### config.mk
export PLATFORM = sky130hd
export DESIGN_NAME = tihai_rhythm_pattern_generator
export DESIGN_NICKNAME = d
export VERILOG_FILES = /design/src/hdl/tihai_pkg.sv /design/src/hdl/tihai_rhythm_pattern_generator.sv /design/src/hdl/tihai_front.sv /design/src/hdl/tihai_queue.sv /design/src/hdl/tihai_back.sv
export SDC_FILE = /design/constraint.sdc
export NUM_CORES = 1
export LEC_CHECK = 0
export BUFFER_PORTS_ARGS = -buffer_cell sky130_fd_sc_hd__buf_2
export CORE_MARGIN = 4
export CORE_UTILIZATION = 45
export CTS_CLUSTER_DIAMETER = 150
export CTS_CLUSTER_SIZE = 40
export DETAILED_ROUTE_END_ITERATION = 8
export PLACE_DENSITY = 0.66
export SLEW_MARGIN = 20
export SYNTH_ARGS = -nofsm -noshare
export SYNTH_HDL_FRONTEND = slang
export SYNTH_SLANG_ARGS = --single-unit
### constraint.sdc
create_clock -name clk_i -period 4 [get_ports clk_i]
set_input_delay 0.4 -clock clk_i [delete_from_list [all_inputs] [get_ports clk_i]]
set_output_delay 0.4 -clock clk_i [all_outputs]
set_load 0.03 [all_outputs]
### src/hdl/tihai_pkg.sv
// Shared types and constants for the tihai rhythm pattern generator.
// Holds the request/result beat structs, the queue entry and the job kind codes.
// No dependencies.
`timescale 1ns / 1ps

package tihai_pkg;

  localparam int MaxSteps = 64;
  localparam int StepW    = $clog2(MaxSteps + 1);
  localparam int IdxW     = $clog2(MaxSteps);
  localparam int RepW     = 7;
  localparam int AccW     = ((StepW > RepW) ? StepW : RepW) + 1;
  localparam int QDepth   = 2;
  localparam int QPtrW    = $clog2(QDepth);
  localparam int QCntW    = $clog2(QDepth + 1);

  typedef struct packed {
    logic [StepW-1:0] step_count;
    logic [RepW-1:0]  repeat_count;
    logic             pseudo_mode;
  } req_t;

  typedef struct packed {
    logic [MaxSteps-1:0] rhythm_word;
    logic [StepW-1:0]    rhythm_length;
  } res_t;

  typedef enum logic [1:0] {
    KIND_ONES  = 2'd0,
    KIND_ZEROS = 2'd1,
    KIND_CALC  = 2'd2
  } kind_e;

  typedef struct packed {
    kind_e            kind;
    logic [StepW-1:0] steps;
    logic [RepW-1:0]  reps;
    logic             pseudo;
  } job_t;

  typedef struct packed {
    logic valid;
    job_t job;
  } push_t;

  typedef struct packed {
    logic full;
    logic empty;
    job_t head;
  } q_stat_t;

endpackage

### src/hdl/tihai_rhythm_pattern_generator.sv
// Flow: trivial cases (ones/zeros) go from the queue straight to the bit-serial word build;
// computed cases first run one ceiling division pass per pseudo step, then the build.
// The back end takes no new job until the word of the last one has been sent;
// pseudo shortening adds a division pass after each dropped step that leaves over two steps.
// A two-deep queue takes up to two further beats while the back end works.
// Reset: rst_ni async active low, clears queue and engine; the receiver cannot stall.
`timescale 1ns / 1ps

module tihai_rhythm_pattern_generator import tihai_pkg::*; (
  input  logic clk_i,
  input  logic rst_ni,
  input  logic start,
  input  req_t req_i,
  output logic busy,
  output logic valid_o,
  output res_t res_o
);

  push_t   push;
  q_stat_t q_stat;
  logic    pop;

  // front: saturate and classify each accepted beat
  tihai_front u_front (
    .req_i   (req_i),
    .start_i (start),
    .q_full_i(q_stat.full),
    .busy_o  (busy),
    .push_o  (push)
  );

  // hold classified jobs so front and back stall independently
  tihai_queue u_queue (
    .clk_i (clk_i),
    .rst_ni(rst_ni),
    .push_i(push),
    .pop_i (pop),
    .stat_o(q_stat)
  );

  // back: divide, check for degenerate words, build the word bit by bit
  tihai_back u_back (
    .clk_i  (clk_i),
    .rst_ni (rst_ni),
    .q_i    (q_stat),
    .pop_o  (pop),
    .valid_o(valid_o),
    .res_o  (res_o)
  );

`ifndef NO_ASSERTIONS
  // a result beat never lasts longer than one cycle
  a_strobe_single: assert property (@(posedge clk_i) disable iff (!rst_ni)
    valid_o |=> !valid_o) else $error("result strobe held");

  a_len_range: assert property (@(posedge clk_i) disable iff (!rst_ni)
    valid_o |-> res_o.rhythm_length <= StepW'(MaxSteps)) else $error("length too large");

  a_upper_clear: assert property (@(posedge clk_i) disable iff (!rst_ni)
    valid_o |-> (res_o.rhythm_word >> res_o.rhythm_length) == '0)
    else $error("bits above length set");

  // back end only draws from a non-empty queue
  a_pop_nonempty: assert property (@(posedge clk_i) disable iff (!rst_ni)
    pop |-> !q_stat.empty) else $error("pop from empty queue");
`endif

endmodule

### src/hdl/tihai_front.sv
// Front end: takes request beats, saturates the step count and sorts out the
// trivial cases before the job is queued. Depends on tihai_pkg.
`timescale 1ns / 1ps

module tihai_front import tihai_pkg::*; (
  input  req_t  req_i,
  input  logic  start_i,
  input  logic  q_full_i,
  output logic  busy_o,
  output push_t push_o
);

  logic [StepW-1:0] steps_sat;
  kind_e            kind;

  always_comb begin
    steps_sat = (req_i.step_count > StepW'(MaxSteps)) ? StepW'(MaxSteps) : req_i.step_count;
    if (steps_sat <= StepW'(2) || req_i.repeat_count == RepW'(1)) begin
      kind = KIND_ONES;
    end else if (req_i.repeat_count == '0) begin
      kind = KIND_ZEROS;
    end else begin
      kind = KIND_CALC;
    end
  end

  assign busy_o            = q_full_i;
  assign push_o.valid      = start_i && !q_full_i;
  assign push_o.job.kind   = kind;
  assign push_o.job.steps  = steps_sat;
  assign push_o.job.reps   = req_i.repeat_count;
  assign push_o.job.pseudo = req_i.pseudo_mode;

endmodule

### src/hdl/tihai_queue.sv
// Short job queue between front and back end.
// Depends on tihai_pkg.
`timescale 1ns / 1ps

module tihai_queue import tihai_pkg::*; (
  input  logic    clk_i,
  input  logic    rst_ni,
  input  push_t   push_i,
  input  logic    pop_i,
  output q_stat_t stat_o
);

  job_t             mem_q [QDepth];
  logic [QPtrW-1:0] wr_ptr_q, rd_ptr_q;
  logic [QCntW-1:0] cnt_q;
  logic             do_push, do_pop;

  assign do_push = push_i.valid && (cnt_q != QCntW'(QDepth));
  assign do_pop  = pop_i && (cnt_q != '0);

  always_ff @(posedge clk_i) begin
    if (do_push) begin
      mem_q[wr_ptr_q] <= push_i.job;
    end
  end

  always_ff @(posedge clk_i or negedge rst_ni) begin
    if (!rst_ni) begin
      wr_ptr_q <= '0;
      rd_ptr_q <= '0;
      cnt_q    <= '0;
    end else begin
      if (do_push) begin
        wr_ptr_q <= (wr_ptr_q == QPtrW'(QDepth - 1)) ? '0 : wr_ptr_q + 1'b1;
      end
      if (do_pop) begin
        rd_ptr_q <= (rd_ptr_q == QPtrW'(QDepth - 1)) ? '0 : rd_ptr_q + 1'b1;
      end
      if (do_push && !do_pop) begin
        cnt_q <= cnt_q + 1'b1;
      end else if (do_pop && !do_push) begin
        cnt_q <= cnt_q - 1'b1;
      end
    end
  end

  assign stat_o.full  = (cnt_q == QCntW'(QDepth));
  assign stat_o.empty = (cnt_q == '0);
  assign stat_o.head  = mem_q[rd_ptr_q];

endmodule

### src/hdl/tihai_back.sv
// Back end: ceiling division by repeated addition, degenerate check with
// pseudo shortening, then bit-serial build of the rhythm word. Depends on tihai_pkg.
`timescale 1ns / 1ps

module tihai_back import tihai_pkg::*; (
  input  logic    clk_i,
  input  logic    rst_ni,
  input  q_stat_t q_i,
  output logic    pop_o,
  output logic    valid_o,
  output res_t    res_o
);

  typedef enum logic [2:0] {
    ST_IDLE,
    ST_DIV,
    ST_EVAL,
    ST_GEN,
    ST_OUT
  } state_e;

  state_e              state_q;
  kind_e               mode_q;
  logic [StepW-1:0]    steps_q, s_q, q_q, hits_q, ph_q;
  logic [RepW-1:0]     m_q;
  logic                pseudo_q;
  logic [AccW-1:0]     acc_q;
  logic [IdxW-1:0]     idx_q;
  logic [MaxSteps-1:0] word_q;
  logic                valid_q;

  logic [AccW-1:0]  rests;
  logic             zero_deg, ones_deg;
  logic [StepW-1:0] idx_ext;
  logic             gen_bit;

  always_comb begin
    rests    = acc_q - AccW'(s_q);
    zero_deg = AccW'(q_q) <= rests;
    ones_deg = (rests == '0);
    idx_ext  = StepW'(idx_q);
    gen_bit  = (idx_ext < steps_q) &&
               ((idx_ext >= s_q) || (mode_q == KIND_ONES) ||
                ((mode_q == KIND_CALC) && (ph_q < hits_q)));
  end

  assign pop_o = (state_q == ST_IDLE) && !q_i.empty;

  always_ff @(posedge clk_i or negedge rst_ni) begin
    if (!rst_ni) begin
      state_q  <= ST_IDLE;
      mode_q   <= KIND_ONES;
      steps_q  <= '0;
      s_q      <= '0;
      q_q      <= '0;
      hits_q   <= '0;
      ph_q     <= '0;
      m_q      <= '0;
      pseudo_q <= 1'b0;
      acc_q    <= '0;
      idx_q    <= '0;
      word_q   <= '0;
      valid_q  <= 1'b0;
    end else begin
      valid_q <= 1'b0;
      unique case (state_q)
        ST_IDLE: begin
          if (!q_i.empty) begin
            mode_q   <= q_i.head.kind;
            steps_q  <= q_i.head.steps;
            s_q      <= q_i.head.steps;
            m_q      <= q_i.head.reps;
            pseudo_q <= q_i.head.pseudo;
            acc_q    <= '0;
            q_q      <= '0;
            idx_q    <= '0;
            ph_q     <= '0;
            state_q  <= (q_i.head.kind == KIND_CALC) ? ST_DIV : ST_GEN;
          end
        end
        ST_DIV: begin
          // advance until acc reaches the step count: q = ceil(s / m)
          if (acc_q < AccW'(s_q)) begin
            acc_q <= acc_q + AccW'(m_q);
            q_q   <= q_q + 1'b1;
          end else begin
            state_q <= ST_EVAL;
          end
        end
        ST_EVAL: begin
          if (zero_deg || ones_deg) begin
            if (pseudo_q) begin
              // drop one step and retry; at two steps everything is a hit
              s_q   <= s_q - 1'b1;
              acc_q <= '0;
              q_q   <= '0;
              if (s_q - 1'b1 <= StepW'(2)) begin
                mode_q  <= KIND_ONES;
                state_q <= ST_GEN;
              end else begin
                state_q <= ST_DIV;
              end
            end else begin
              mode_q  <= zero_deg ? KIND_ZEROS : KIND_ONES;
              state_q <= ST_GEN;
            end
          end else begin
            // period is hits + rests, which equals the quotient
            hits_q  <= q_q - StepW'(rests);
            mode_q  <= KIND_CALC;
            state_q <= ST_GEN;
          end
        end
        ST_GEN: begin
          word_q <= {gen_bit, word_q[MaxSteps-1:1]};
          ph_q   <= (ph_q == q_q - 1'b1) ? '0 : ph_q + 1'b1;
          idx_q  <= idx_q + 1'b1;
          if (idx_q == IdxW'(MaxSteps - 1)) begin
            valid_q <= 1'b1;
            state_q <= ST_OUT;
          end
        end
        ST_OUT: begin
          state_q <= ST_IDLE;
        end
        default: begin
          state_q <= ST_IDLE;
        end
      endcase
    end
  end

  assign valid_o             = valid_q;
  assign res_o.rhythm_word   = word_q;
  assign res_o.rhythm_length = steps_q;

endmodule
### Word-level counts from Yosys, hierarchy flattened

Memories as Yosys holds them, arrays and structs flattened.
Index checks and enable logic that the tools add are counted.

| storage, ports and cells | value |
|---|---|
| memories | 1 |
| logic and storage cells | 132 |
| register bits | 131 |
| output and inout port bits | 73 |
| input bits | 18 |
| bits in writable memories | 34 |

Memory list:

| name | depth | bits a word | rd ports | clocked after memory_dff | write ports | RTL line | RTL |
|---|---|---|---|---|---|---|---|
| u_queue.mem_q | 2 | 17 | 1 | 0 | 1 | tihai_queue.sv:13 | `job_t mem_q [QDepth];` |

| operators by class | value |
|---|---|
| magnitude comparators | 8 |
| bitwise logic cells | 2 |
| equal/unequal tests | 17 |
| add/sub/neg operators | 12 |
| reductions and logical operators | 33 |
| multiplexer cells | 43 |

Operators by type and width:

| operator | count |
|---|---|
| 2-to-1 mux 7 bit | 9 |
| 2-to-1 mux 8 bit | 4 |
| one-hot mux 7 bit (2 select lines) | 2 |
| 2-to-1 mux 2 bit | 12 |
| one-hot mux 8 bit (3 select lines) | 1 |
| one-hot mux 7 bit (3 select lines) | 1 |
| adder 7 x 1 -> 7 bit, second input constant | 2 |
| less-or-equal comparator 7 x 2 -> 1 bit, second input constant | 2 |
| subtractor 7 x 1 -> 7 bit, second input constant | 2 |
| one-hot mux 3 bit (4 select lines) | 1 |
| one-hot mux 6 bit (2 select lines) | 1 |
| 2-to-1 mux 3 bit | 3 |
| adder 8 x 7 -> 8 bit | 1 |
| less-or-equal comparator 7 x 8 -> 1 bit | 1 |
| logical AND 1 bit | 8 |
| zero test 8 bit | 1 |
| < comparator 8 x 7 -> 1 bit | 1 |
| != test 2 x 1 -> 1 bit, second input constant | 4 |
| nonzero test 2 bit | 4 |
| subtractor 8 x 7 -> 8 bit | 1 |
| == test 7 x 1 -> 1 bit, second input constant | 1 |
| == test 7 bit | 1 |
| greater-or-equal comparator 6 x 7 -> 1 bit | 1 |
| > comparator 7 bit, second input constant | 1 |
| other kinds (27) | 50 |

### Depth between registers and ports, before layout

Gate-level depths: netlist of run 1.

| logic depth | value |
|---|---|
| word-level depth | 8 |
| mapped depth | 19 |
| mapped depth without buffers | 17 |

### By module

From an unflattened synthesis of run 1, not the netlist that was laid out.

| second synthesis, totals | value |
|---|---|
| cells, all modules | 859 |
| area, all modules | 8,456.9 µm² |

By module, submodules not included:

| module | instances | seq. area each (µm²) | area each (µm²) | cells each |
|---|---|---|---|---|
| tihai_back | 1 | 3,178.0 | 6,794.0 | 763 |
| tihai_queue | 1 | 1,121.1 | 1,473.9 | 72 |
| tihai_front | 1 | 0.0 | 188.9 | 24 |

### Worst setup path before layout of run 1

No wires, ideal clock.

| path | value |
|---|---|
| path kind | reg2reg |
| start | register u_back.s_q[0] |
| end | register u_back.hits_q[1] |
| required time | 3.875 ns |
| clock period less this slack | 3.801 ns |
| path buffers | 1 |
| path slack | 0.199 ns |
| library setup time | 0.125 ns |
| cell stages (with the launch flop) | 17 |
| arrival time | 3.676 ns |
| cells stage by stage | dfrtp_1 -> ha_1 -> inv_1 -> fa_1 -> a211oi_2 -> o21bai_1 -> a21oi_1 -> xnor2_1 -> inv_1 -> ha_1 -> o31ai_1 -> a311o_1 -> a21o_1 -> a311o_1 -> or2_1 -> buf_2 -> mux2_4 |

| on the way | value |
|---|---|
| cells in the longest elaborated chain, start to end | 5 |
| elaborated cells on any way between the ends | 7 |
| classes of those cells | add/sub (2); order compare (1); bitwise (1); reduce/logical (3) |

Ends and longest elaborated chain:

| what | RTL line | RTL |
|---|---|---|
| start: declaration | tihai_back.sv:24 | `logic [StepW-1:0] steps_q, s_q, q_q, hits_q, ph_q;` |
| start signal: assignment | tihai_back.sv:71 | `s_q <= q_i.head.steps;` |
| start signal: assignment | tihai_back.sv:94 | `s_q <= s_q - 1'b1;` |
| subtractor 8 x 7 -> 8 bit * | tihai_back.sv:38 | `rests = acc_q - AccW'(s_q);` |
| less-or-equal comparator 7 x 8 -> 1 bit / zero test 8 bit (equally long branches) | tihai_back.sv:39, tihai_back.sv:40 |  |
| logical OR 1 bit | tihai_back.sv:91 | `if (zero_deg \|\| ones_deg) begin` |
| inverter 1 bit (no line) | -- |  |
| AND reduction 2 bit (no line) | -- |  |
| end signal: assignment | tihai_back.sv:109 | `hits_q <= q_q - StepW'(rests);` |
| end: declaration | tihai_back.sv:24 |  |

Every way passes the cells marked *; elsewhere a longest branch is shown, timed or not.
A chain may end at the register's enable or synchronous reset.

### Final worst setup path of run 1

| path | value |
|---|---|
| start | register u_back.acc_q[0] |
| end | register u_back.acc_q[3] |

| on the way | value |
|---|---|
| cells in the longest elaborated chain, start to end | 5 |
| elaborated cells on any way between the ends | 11 |
| classes of those cells | add/sub (2); order compare (2); eq/ne (2); mux (2); reduce/logical (3) |

Ends and longest elaborated chain:

| what | RTL line | RTL |
|---|---|---|
| start: declaration | tihai_back.sv:27 | `logic [AccW-1:0] acc_q;` |
| start signal: assignment | tihai_back.sv:84 | `acc_q <= acc_q + AccW'(m_q);` |
| subtractor 8 x 7 -> 8 bit | tihai_back.sv:38 |  |
| less-or-equal comparator 7 x 8 -> 1 bit / zero test 8 bit (equally long branches) | tihai_back.sv:39, tihai_back.sv:40 |  |
| logical OR 1 bit | tihai_back.sv:91 |  |
| != test 2 x 1 -> 1 bit (no line) | -- |  |
| AND reduction 5 bit (no line) | -- |  |

Parallel ways exist; a longest one is shown, timed or not. The select of a mux whose other input is x is not followed.

==> qor.csv, run 1 <==
metric;value;unit
EDFF count, synth;34;
final wirelength;18200;um
GRT met1 Usage;23.9;%
DRT antenna net count;0;
area of the multi-input gates;3750;sq um
setup TNS;0;ps
final hold vios;0;
Pwr Density;848;nW/um^2
number of nets in the layout;1020;
Filler cells;1660;
Placed Instances;1161;
Reg area;4300;sq um
status;finished clean;
final instance area;9690;sq um
maximum VDD drop;0.443;mV
Power Total;0.00822;W
input/output buffers;90;
clk sink count;165;
gr busiest metal;met2;
Setup WS pre-CTS;47.1;ps
most common cell after layout, fill and taps aside;nand2_1;
Root Buffer;clkbuf_16;
met2 global-route usage;29.4;%
Leak;4.89;nW
Worst Reg2Reg Path Length in Cells;18;
Die H;144;um
GP Congestion;0.924;
crit path DAT;4050;ps
Post-synth top flop;dfrtp_1;
Tcrit/Tclk final;93.3;%
Setup Viol. Count Final;0;
vias in the first global route;6010;
H-tree Lvls;4;
Synth area leader;dfrtp_1;
dpl hpwl;12700;um
CP Capture Type;flop;
Layout Cells excl Fill;1197;
Post-route DRC;0;
CP max FO;8;
R2R setup slack;270;ps
post-synthesis cell type count;58;
setup ws final;269;ps
clk buf depth;2;
min-delay worst type;in -> async;
Max Clock Skew;9.25;ps
Worst Tran Pin Value;949;ps
drt pass-1 iters;5;
P&R area growth vs syn;16.7;%
TritonCTS clock tree;yes;
sequential area share after synthesis;51.8;%
Slew HR;36.7;%
# diodes;0;
vias post-DR;6305;
synth top area cells;dfrtp_1 (39%), edfxtp_1 (12%), nand2_1 (11%), ha_1 (6.6%), o21ai_0 (3.3%);
Via density;5.27;
Yosys warnings;0;
Initial Util;46.1;%
max-slew violation count;0;
GR met3 Demand/Resource;3.93;%
Die X;144;um
Req. time, crit path;4320;ps
synthesized area per cell;9.63;sq um
CTS Buf Count;17;
Avg WL per Cell;15.2;um
Async SR Flop Fraction;79.4;%
Worst-path clk slew;70;ps
initial DRC count;457;
first-pass GRT wire length;29900;um
Synth Cell Area;8300;sq um
fmax;268;MHz
crit path time final;3730;ps
cts hold-fix bufs;0;
gr ovfl total;0;
commonest non-fill, non-tap cells in the layout;nand2_1 (243), dfrtp_1 (131), buf_2 (89);
initial antenna violation count;0;
share of cells above drive strength 1;17.4;%
io pins;91;
Worst Setup Start Kind;flop;
largest net degree at the start of global routing;116;
Clock Latency Late Sink;430;ps
flops & latches, synth;165;
Core Area;18000;sq um
Post-DP Area;9020;sq um
Synth top area share;39.5;%
critical path type;reg -> reg;
max-cap viol count;0;
die area;20700;sq um
Rows;49;
gr usage total;18.0;%
post-synthesis cell count;862;
post-synthesis net count;927;
[stage by stage]
step	hold slack [ps]	utilization, %
5_1_grt	141	53.8
6_report	84.8	53.8
3_3_place_gp	462	50.1
3_5_place_dp	473	50.1
4_1_cts	146	53.3
2_1_floorplan	104	-
[sequential cells by signal, indices dropped and copies added (netlist names), 2 cells and up]
| signal | cells |
|---|---|
| u_back.word_q | 64 |
| u_queue.mem_q | 34 |
| u_back.acc_q | 8 |
| u_back.hits_q | 7 |
| u_back.m_q | 7 |
| u_back.ph_q | 7 |
| u_back.q_q | 7 |
| u_back.s_q | 7 |
| u_back.steps_q | 7 |
| u_back.idx_q | 6 |
| u_back.state_q | 3 |
| u_back.mode_q | 2 |
| u_queue.cnt_q | 2 |
[worst paths after layout]
kind / startpoint / endpoint
worst max-delay path: u_back.acc_q[0] / u_back.acc_q[3]
worst min-delay path: rst_ni / u_back.word_q[56]
worst max register to register: u_back.acc_q[0] / u_back.acc_q[3]
worst min register to register: u_back.word_q[20] / u_back.word_q[19]
max in group asynchronous: rst_ni / u_back.q_q[2]
min in group clk_i: req_i[0] / u_queue.mem_q[0][0]
[worst max-delay path, stage by stage, from the launching register on]
cell and delay, ps:
dfrtp_1 390, inv_2 80, ha_4 130, inv_1 40, fa_2 350, a211oi_2 230, o21bai_1 100, a21oi_1 160
xnor2_1 170, inv_1 140, ha_4 280, o31ai_1 70, a311o_1 330, nor4_1 190, a311o_1 260, buf_4 150
o21ai_2 80, buf_6 180, o41ai_2 310
[cell type report]
cell class	count	area share [%]
clock buffers	19	4.57
clock inverters	13	1.41
inverters	35	1.36
multi-input cells	623	38.7
flip-flops and latches	165	44.4
well taps	229	2.96
repair buffers	113	6.60
[cell families (layout without fill, tap and decap cells)]
logic type / count (synthesis) / after routing / share of synthesized area [%]
AND/OR/NAND/NOR: 354 / 354 / 18.0
flip-flops: 165 / 165 / 51.8
AO/OA/AOI/OAI: 164 / 164 / 12.7
buffers and inverters: 74 / 180 / 3.60
adder cells (fa/ha/maj): 48 / 48 / 7.48
XOR/XNOR: 34 / 34 / 3.59
multiplexers: 23 / 23 / 2.91
[power breakdown]
part | switching [W] | internal [W]
Combinational | 0.00241 | 0.00153
Sequential | 0.000465 | 0.00219
Clock | 0.000718 | 0.000896
Total | 0.00359 | 0.00462
[what timing repair did]
item                                    CTS  global route
setup buffers                             0             3
endpoints found under the setup margin    0            32
resized for setup                         0            14
[cell usage after synthesis, types with 5 or more instances]
| library cell | count |
|---|---|
| a21o_1 | 17 |
| a21oi_1 | 29 |
| a31oi_1 | 6 |
| and3_1 | 7 |
| buf_2 | 5 |
| clkbuf_1 | 28 |
| dfrtp_1 | 131 |
| edfxtp_1 | 34 |
| ha_1 | 44 |
| inv_1 | 35 |
| mux2_2 | 5 |
| mux2i_1 | 17 |
| nand2_1 | 243 |
| nand2b_1 | 9 |
| nand3_1 | 17 |
| nor2_1 | 36 |
| nor2b_1 | 12 |
| nor3_1 | 11 |
| nor4_1 | 5 |
| o21a_1 | 5 |
| o21ai_0 | 55 |
| o21ai_1 | 7 |
| o31ai_1 | 9 |
| xnor2_1 | 21 |
| xor2_1 | 13 |
[per-layer routing]
layer,wire length (um),share of wire [%]
met1,8300,46
met2,8740,48
met3,776,4.3
met4,394,2.2
met5,0,0
No activity file was read; power rests on OpenSTA's default activity.
==> inputs of run 2 (changes only) <==
==> constraint.sdc (replaced) <==
create_clock -name clk_i -period 4.05 [get_ports clk_i]
set_input_delay 0.405 -clock clk_i [delete_from_list [all_inputs] [get_ports clk_i]]
set_output_delay 0.405 -clock clk_i [all_outputs]
set_load 0.03 [all_outputs]
==> qor.csv, run 2 (synthesis gave the netlist of run 1 again) <==
metric;value;unit
status;finished clean;
die area;20700;sq um
final wirelength;18200;um
input/output buffers;90;
Combinational Power Share;47.4;%
Buf/Inv on CP;5;
fmax;262;MHz
DRT antenna net count;0;
gr usage total;18.0;%
Rows;49;
min-delay worst type;in -> async;
CP Cell Sequence;inv_1 -> ha_1 -> inv_1 -> fa_2 -> a211oi_2 -> o21bai_1 -> a21oi_1 -> xnor2_1 -> inv_1 -> ha_1 -> o31ai_1 -> a311o_1 -> a21o_1 -> a311o_1 -> buf_4 -> o21ai_1 -> buf_4 -> a21oi_1 -> o22ai_1;
RSZ-0062 raised after global routing;false;
Seq pwr share;32.3;%
Initial Util;46.1;%
GP Congestion;0.898;
Worst-path clk slew;70;ps
Layout Cells excl Fill;1192;
setup TNS;0;ps
CP Capture Type;flop;
internal power;0.00460;W
P&R area growth vs syn;16.4;%
CP max FO;4;
Power Total;0.00813;W
initial antenna violation count;0;
CP top delay family;compound AO/OA/AOI/OAI gates;
crit path DAT;4160;ps
Worst Tran Pin Value;955;ps
gr ovfl total;0;
most frequent CP cell;inv_1;
largest register by flop count;u_back.word_q;
vias post-DR;6232;
Via density;5.23;
Die X;144;um
first-pass GRT wire length;30000;um
Core Area;18000;sq um
Worst Setup Start Kind;flop;
# diodes;0;
Clock Latency Late Sink;430;ps
commonest non-fill, non-tap cells in the layout;nand2_1 (243), dfrtp_1 (131), buf_2 (89);
CP peak stage delay;380;ps
crit path time final;3820;ps
Req. time, crit path;4390;ps
Tcrit/Tclk final;94.2;%
drt pass-1 iters;5;
critical path type;reg -> reg;
max reg flops;64;
final hold vios;0;
Slew HR;36.3;%
sw frac;43.4;%
Placed Instances;1159;
initial DRC count;435;
Setup Viol. Count Final;0;
Pwr Density;841;nW/um^2
max-cap viol count;0;
Avg WL per Cell;15.3;um
Post-DP Area;9010;sq um
Net Switching;0.00353;W
met1 WL;8420;um
largest net degree at the start of global routing;111;
io pins;91;
H-tree Lvls;4;
met3 wire length;735;um
Post-route DRC;0;
CTS Buf Count;17;
Max Clock Skew;13.2;ps
max-slew violation count;0;
share of cells above drive strength 1;16.8;%
final instance area;9670;sq um
dpl hpwl;12700;um
max layer used;met4;
clk buf depth;2;
number of nets in the layout;1015;
Met2 Wirelength;8720;um
Root Buffer;clkbuf_16;
clk sink count;165;
Leak;4.89;nW
CP max-delay cell;dfrtp_1;
Largest regs;u_back.word_q: 64 flops, u_queue.mem_q: 34 flops, u_back.acc_q: 8 flops;
Die H;144;um
maximum VDD drop;0.524;mV
Clock power frac;20.3;%
most common cell after layout, fill and taps aside;nand2_1;
vias in the first global route;5971;
TritonCTS clock tree;yes;
[run 2: cell types whose count changed in the layout (fill, tap and decap cells not counted), sizes merged]
| cell | change |
|---|---|
| buf | -5 |
| clkinv | +1 |
| bufinv | +1 |
| clkinvlp | -1 |
| inv | -1 |
[run 2: worst paths after layout]
path,cells past startpoint,slack (ps),endpoint,start
min in group clk_i,1,170,u_queue.mem_q[1][0],req_i[0]
worst min register to register,2,480,u_back.word_q[5],u_back.word_q[6]
max in group asynchronous,2,3090,u_back.idx_q[0],rst_ni
worst min-delay path,1,100,u_back.word_q[56],rst_ni
worst max-delay path,19,230,u_back.s_q[5],u_back.acc_q[0]
worst max register to register,19,230,u_back.s_q[5],u_back.acc_q[0]
[run 2: what timing repair did]
| item | 4_1_cts | 5_1_grt |
|---|---|---|
| setup endpoints to repair | 0 | 27 |
| setup buffers | 0 | 1 |
| hold buffers | 0 | 0 |
| gates resized for setup | 0 | 9 |
[run 2: cell type report]
class                      count  area [sq um]
multi-input combinational    623          3750
timing repair buffer         108           598
sequential                   165          4300
tap                          229           287
clock buffer                  19           444
fill                        1642          8360
clock inverter                13           161
inverter                      35           131
[run 2: through the flow]
step	utilization, %	worst slack, ps	hold WS [ps]
floorplan	-	249	109
global route	53.6	11.1	154
global placement	50.0	94.9	458
CTS	53.3	7.47	152
finish	53.6	234	96.4
detailed placement	50.0	25.7	471
[run 2: layer usage]
metal  up-vias  global-route usage [%]
met4         0                    5.70
met3        17                    3.79
li1       3122                       -
met2       128                    28.8
met1      2965                    24.6
met5         -                       0
[run 2: power groups by stage]
stage	logic [W]	registers, W	clock network, W
2_1_floorplan	0.00260	0.00280	0
3_3_place_gp	0.00372	0.00264	0
3_5_place_dp	0.00379	0.00265	0
4_1_cts	0.00381	0.00262	0.00169
5_1_grt	0.00431	0.00269	0.00176
6_report	0.00386	0.00262	0.00165
==> inputs of run 3 (changes only) <==
--- a/config.mk
+++ b/config.mk
@@ -7,11 +7,11 @@
 export LEC_CHECK = 0
 export BUFFER_PORTS_ARGS = -buffer_cell sky130_fd_sc_hd__buf_2
 export CORE_MARGIN = 4
-export CORE_UTILIZATION = 45
+export CORE_UTILIZATION = 35
 export CTS_CLUSTER_DIAMETER = 150
 export CTS_CLUSTER_SIZE = 40
 export DETAILED_ROUTE_END_ITERATION = 8
-export PLACE_DENSITY = 0.66
+export PLACE_DENSITY = 0.54
 export SLEW_MARGIN = 20
 export SYNTH_ARGS = -nofsm -noshare
 export SYNTH_HDL_FRONTEND = slang
==> qor.csv, run 3 (synthesis gave the netlist of run 1 again) <==
metric;value;unit
number of nets in the layout;1015;
Worst Tran Pin Value;952;ps
Setup Viol. Count Final;0;
Via density;4.84;
final core occ;41.7;%
first-pass GRT wire length;31700;um
Worst-path clk slew;70;ps
commonest non-fill, non-tap cells in the layout;nand2_1 (243), dfrtp_1 (131), buf_2 (89);
Leak;4.87;nW
initial antenna violation count;0;
crit path DAT;4120;ps
RSZ-0062 raised after global routing;false;
H-tree Lvls;4;
Filler cells;2368;
CP top delay family;compound AO/OA/AOI/OAI gates;
max-slew violation count;0;
CTS Buf Count;17;
Seq pwr share;31.9;%
TritonCTS clock tree;yes;
clk buf depth;2;
# diodes;0;
initial DRC count;348;
input/output buffers;90;
status;finished clean;
Pwr Density;833;nW/um^2
Avg WL per Cell;14.7;um
Buf/Inv on CP;4;
dpl hpwl;13400;um
max reg flops;64;
Clock power frac;20.1;%
final hold vios;0;
most common cell after layout, fill and taps aside;nand2_1;
drt pass-1 iters;7;
gr usage total;14.8;%
Rows;56;
maximum VDD drop;0.360;mV
Root Buffer;clkbuf_16;
Slew HR;36.5;%
Net Switching;0.00356;W
Power Total;0.00813;W
Post-route DRC;0;
vias post-DR;6205;
Clock Latency Late Sink;420;ps
final wirelength;18800;um
fmax;262;MHz
Die X;162;um
io pins;91;
gr ovfl total;0;
share of cells above drive strength 1;16.8;%
CP max-delay cell;fa_1;
Max Clock Skew;15.8;ps
Worst Setup Start Kind;flop;
DRT antenna net count;0;
Tcrit/Tclk final;94.3;%
CP Capture Type;flop;
most frequent CP cell;inv_1;
final instance area;9760;sq um
Initial Util;35.5;%
crit path time final;3820;ps
setup TNS;0;ps
worst r2r src;u_back.acc_q[0];
min-delay worst type;in -> async;
largest register by flop count;u_back.word_q;
CP Cell Sequence;inv_1 -> ha_1 -> inv_1 -> fa_1 -> a211oi_2 -> o21bai_1 -> a21oi_1 -> xnor2_1 -> inv_1 -> ha_4 -> o31ai_1 -> a311o_1 -> a21o_1 -> a311o_2 -> or2_4 -> buf_4 -> nand2_1 -> o21ai_2;
largest net degree at the start of global routing;97;
CP max FO;11;
clk sink count;165;
critical path type;reg -> reg;
hold_ws;57.6;ps
worst r2r dst;u_back.hits_q[5];
R2R setup slack;230;ps
Req. time, crit path;4350;ps
cts hold-fix bufs;0;
Combinational Power Share;48.0;%
CP peak stage delay;410;ps
Worst Reg2Reg Path Length in Cells;18;
internal power;0.00456;W
max-cap viol count;0;
sw frac;43.9;%
Core Area;23400;sq um
vias in the first global route;6039;
Post-DP Area;9130;sq um
Largest regs;u_back.word_q: 64 flops, u_queue.mem_q: 34 flops, u_back.acc_q: 8 flops;
die area;26200;sq um
GP Congestion;0.834;
Die H;162;um
P&R area growth vs syn;17.6;%
==> run 3: final cells by class <==
cell class              count  area, sq um  share of cell area, %
clock inverters            11          101                   1.04
flip-flops and latches    165         4300                   44.0
multi-input cells         623         3740                   38.3
clock buffers              21          504                   5.16
well taps                 319          399                   4.09
inverters                  35          131                   1.35
repair buffers            108          592                   6.06
==> run 3: through the flow <==
step | setup slack [ps] | cells
final | 231 | 1282
after global routing | 18.4 | 1282
after CTS | 18.1 | 1281
after detailed placement | 14.8 | 1249
after global placement | 113 | 1249
after floorplan | 249 | 862
==> run 3: metal layers <==
layer  track usage, %  share of wire, %
met1             20.7                48
met2             24.0                47
met3             2.54               3.3
met4             4.11               1.5
met5                0                 0
==> run 3: power by group through the flow <==
stage / Sequential, W / Combinational [W] / Clock [W]
2_1_floorplan: 0.00280 / 0.00260 / 0
3_3_place_gp: 0.00261 / 0.00387 / 0
3_5_place_dp: 0.00262 / 0.00389 / 0
4_1_cts: 0.00259 / 0.00391 / 0.00168
5_1_grt: 0.00267 / 0.00440 / 0.00175
6_report: 0.00259 / 0.00390 / 0.00164
==> run 3: worst max path at each step <==
| stage | from | depth (start not counted) | end | slack [ps] |
|---|---|---|---|---|
| finish | u_back.acc_q[0] | 18 | u_back.hits_q[5] | 230 |
| global route | u_back.acc_q[0] | 18 | u_back.hits_q[6] | 20 |
| CTS | u_back.acc_q[0] | 17 | u_back.acc_q[3] | 20 |
| detailed placement | u_back.acc_q[0] | 17 | u_back.s_q[0] | 10 |
| global placement | u_back.acc_q[0] | 17 | u_back.s_q[0] | 110 |
| floorplan | u_back.s_q[0] | 16 | u_back.hits_q[1] | 250 |
==> run 3: repair_timing <==
action	CTS	global route
pin swaps	0	4
gates resized for setup	1	4
setup buffers	0	1
endpoints found under the setup margin	1	30
==> run 3: worst reg2reg max path, stage by stage, from the launching register on <==
cell and delay (ps):
dfrtp_1 380, inv_1 70, ha_1 160, inv_1 50, fa_1 410, a211oi_2 230, o21bai_1 100, a21oi_1 180
xnor2_1 180, inv_1 140, ha_4 300, o31ai_1 60, a311o_1 310, a21o_1 160, a311o_2 370, or2_4 300
buf_4 180, nand2_1 90, o21ai_2 50
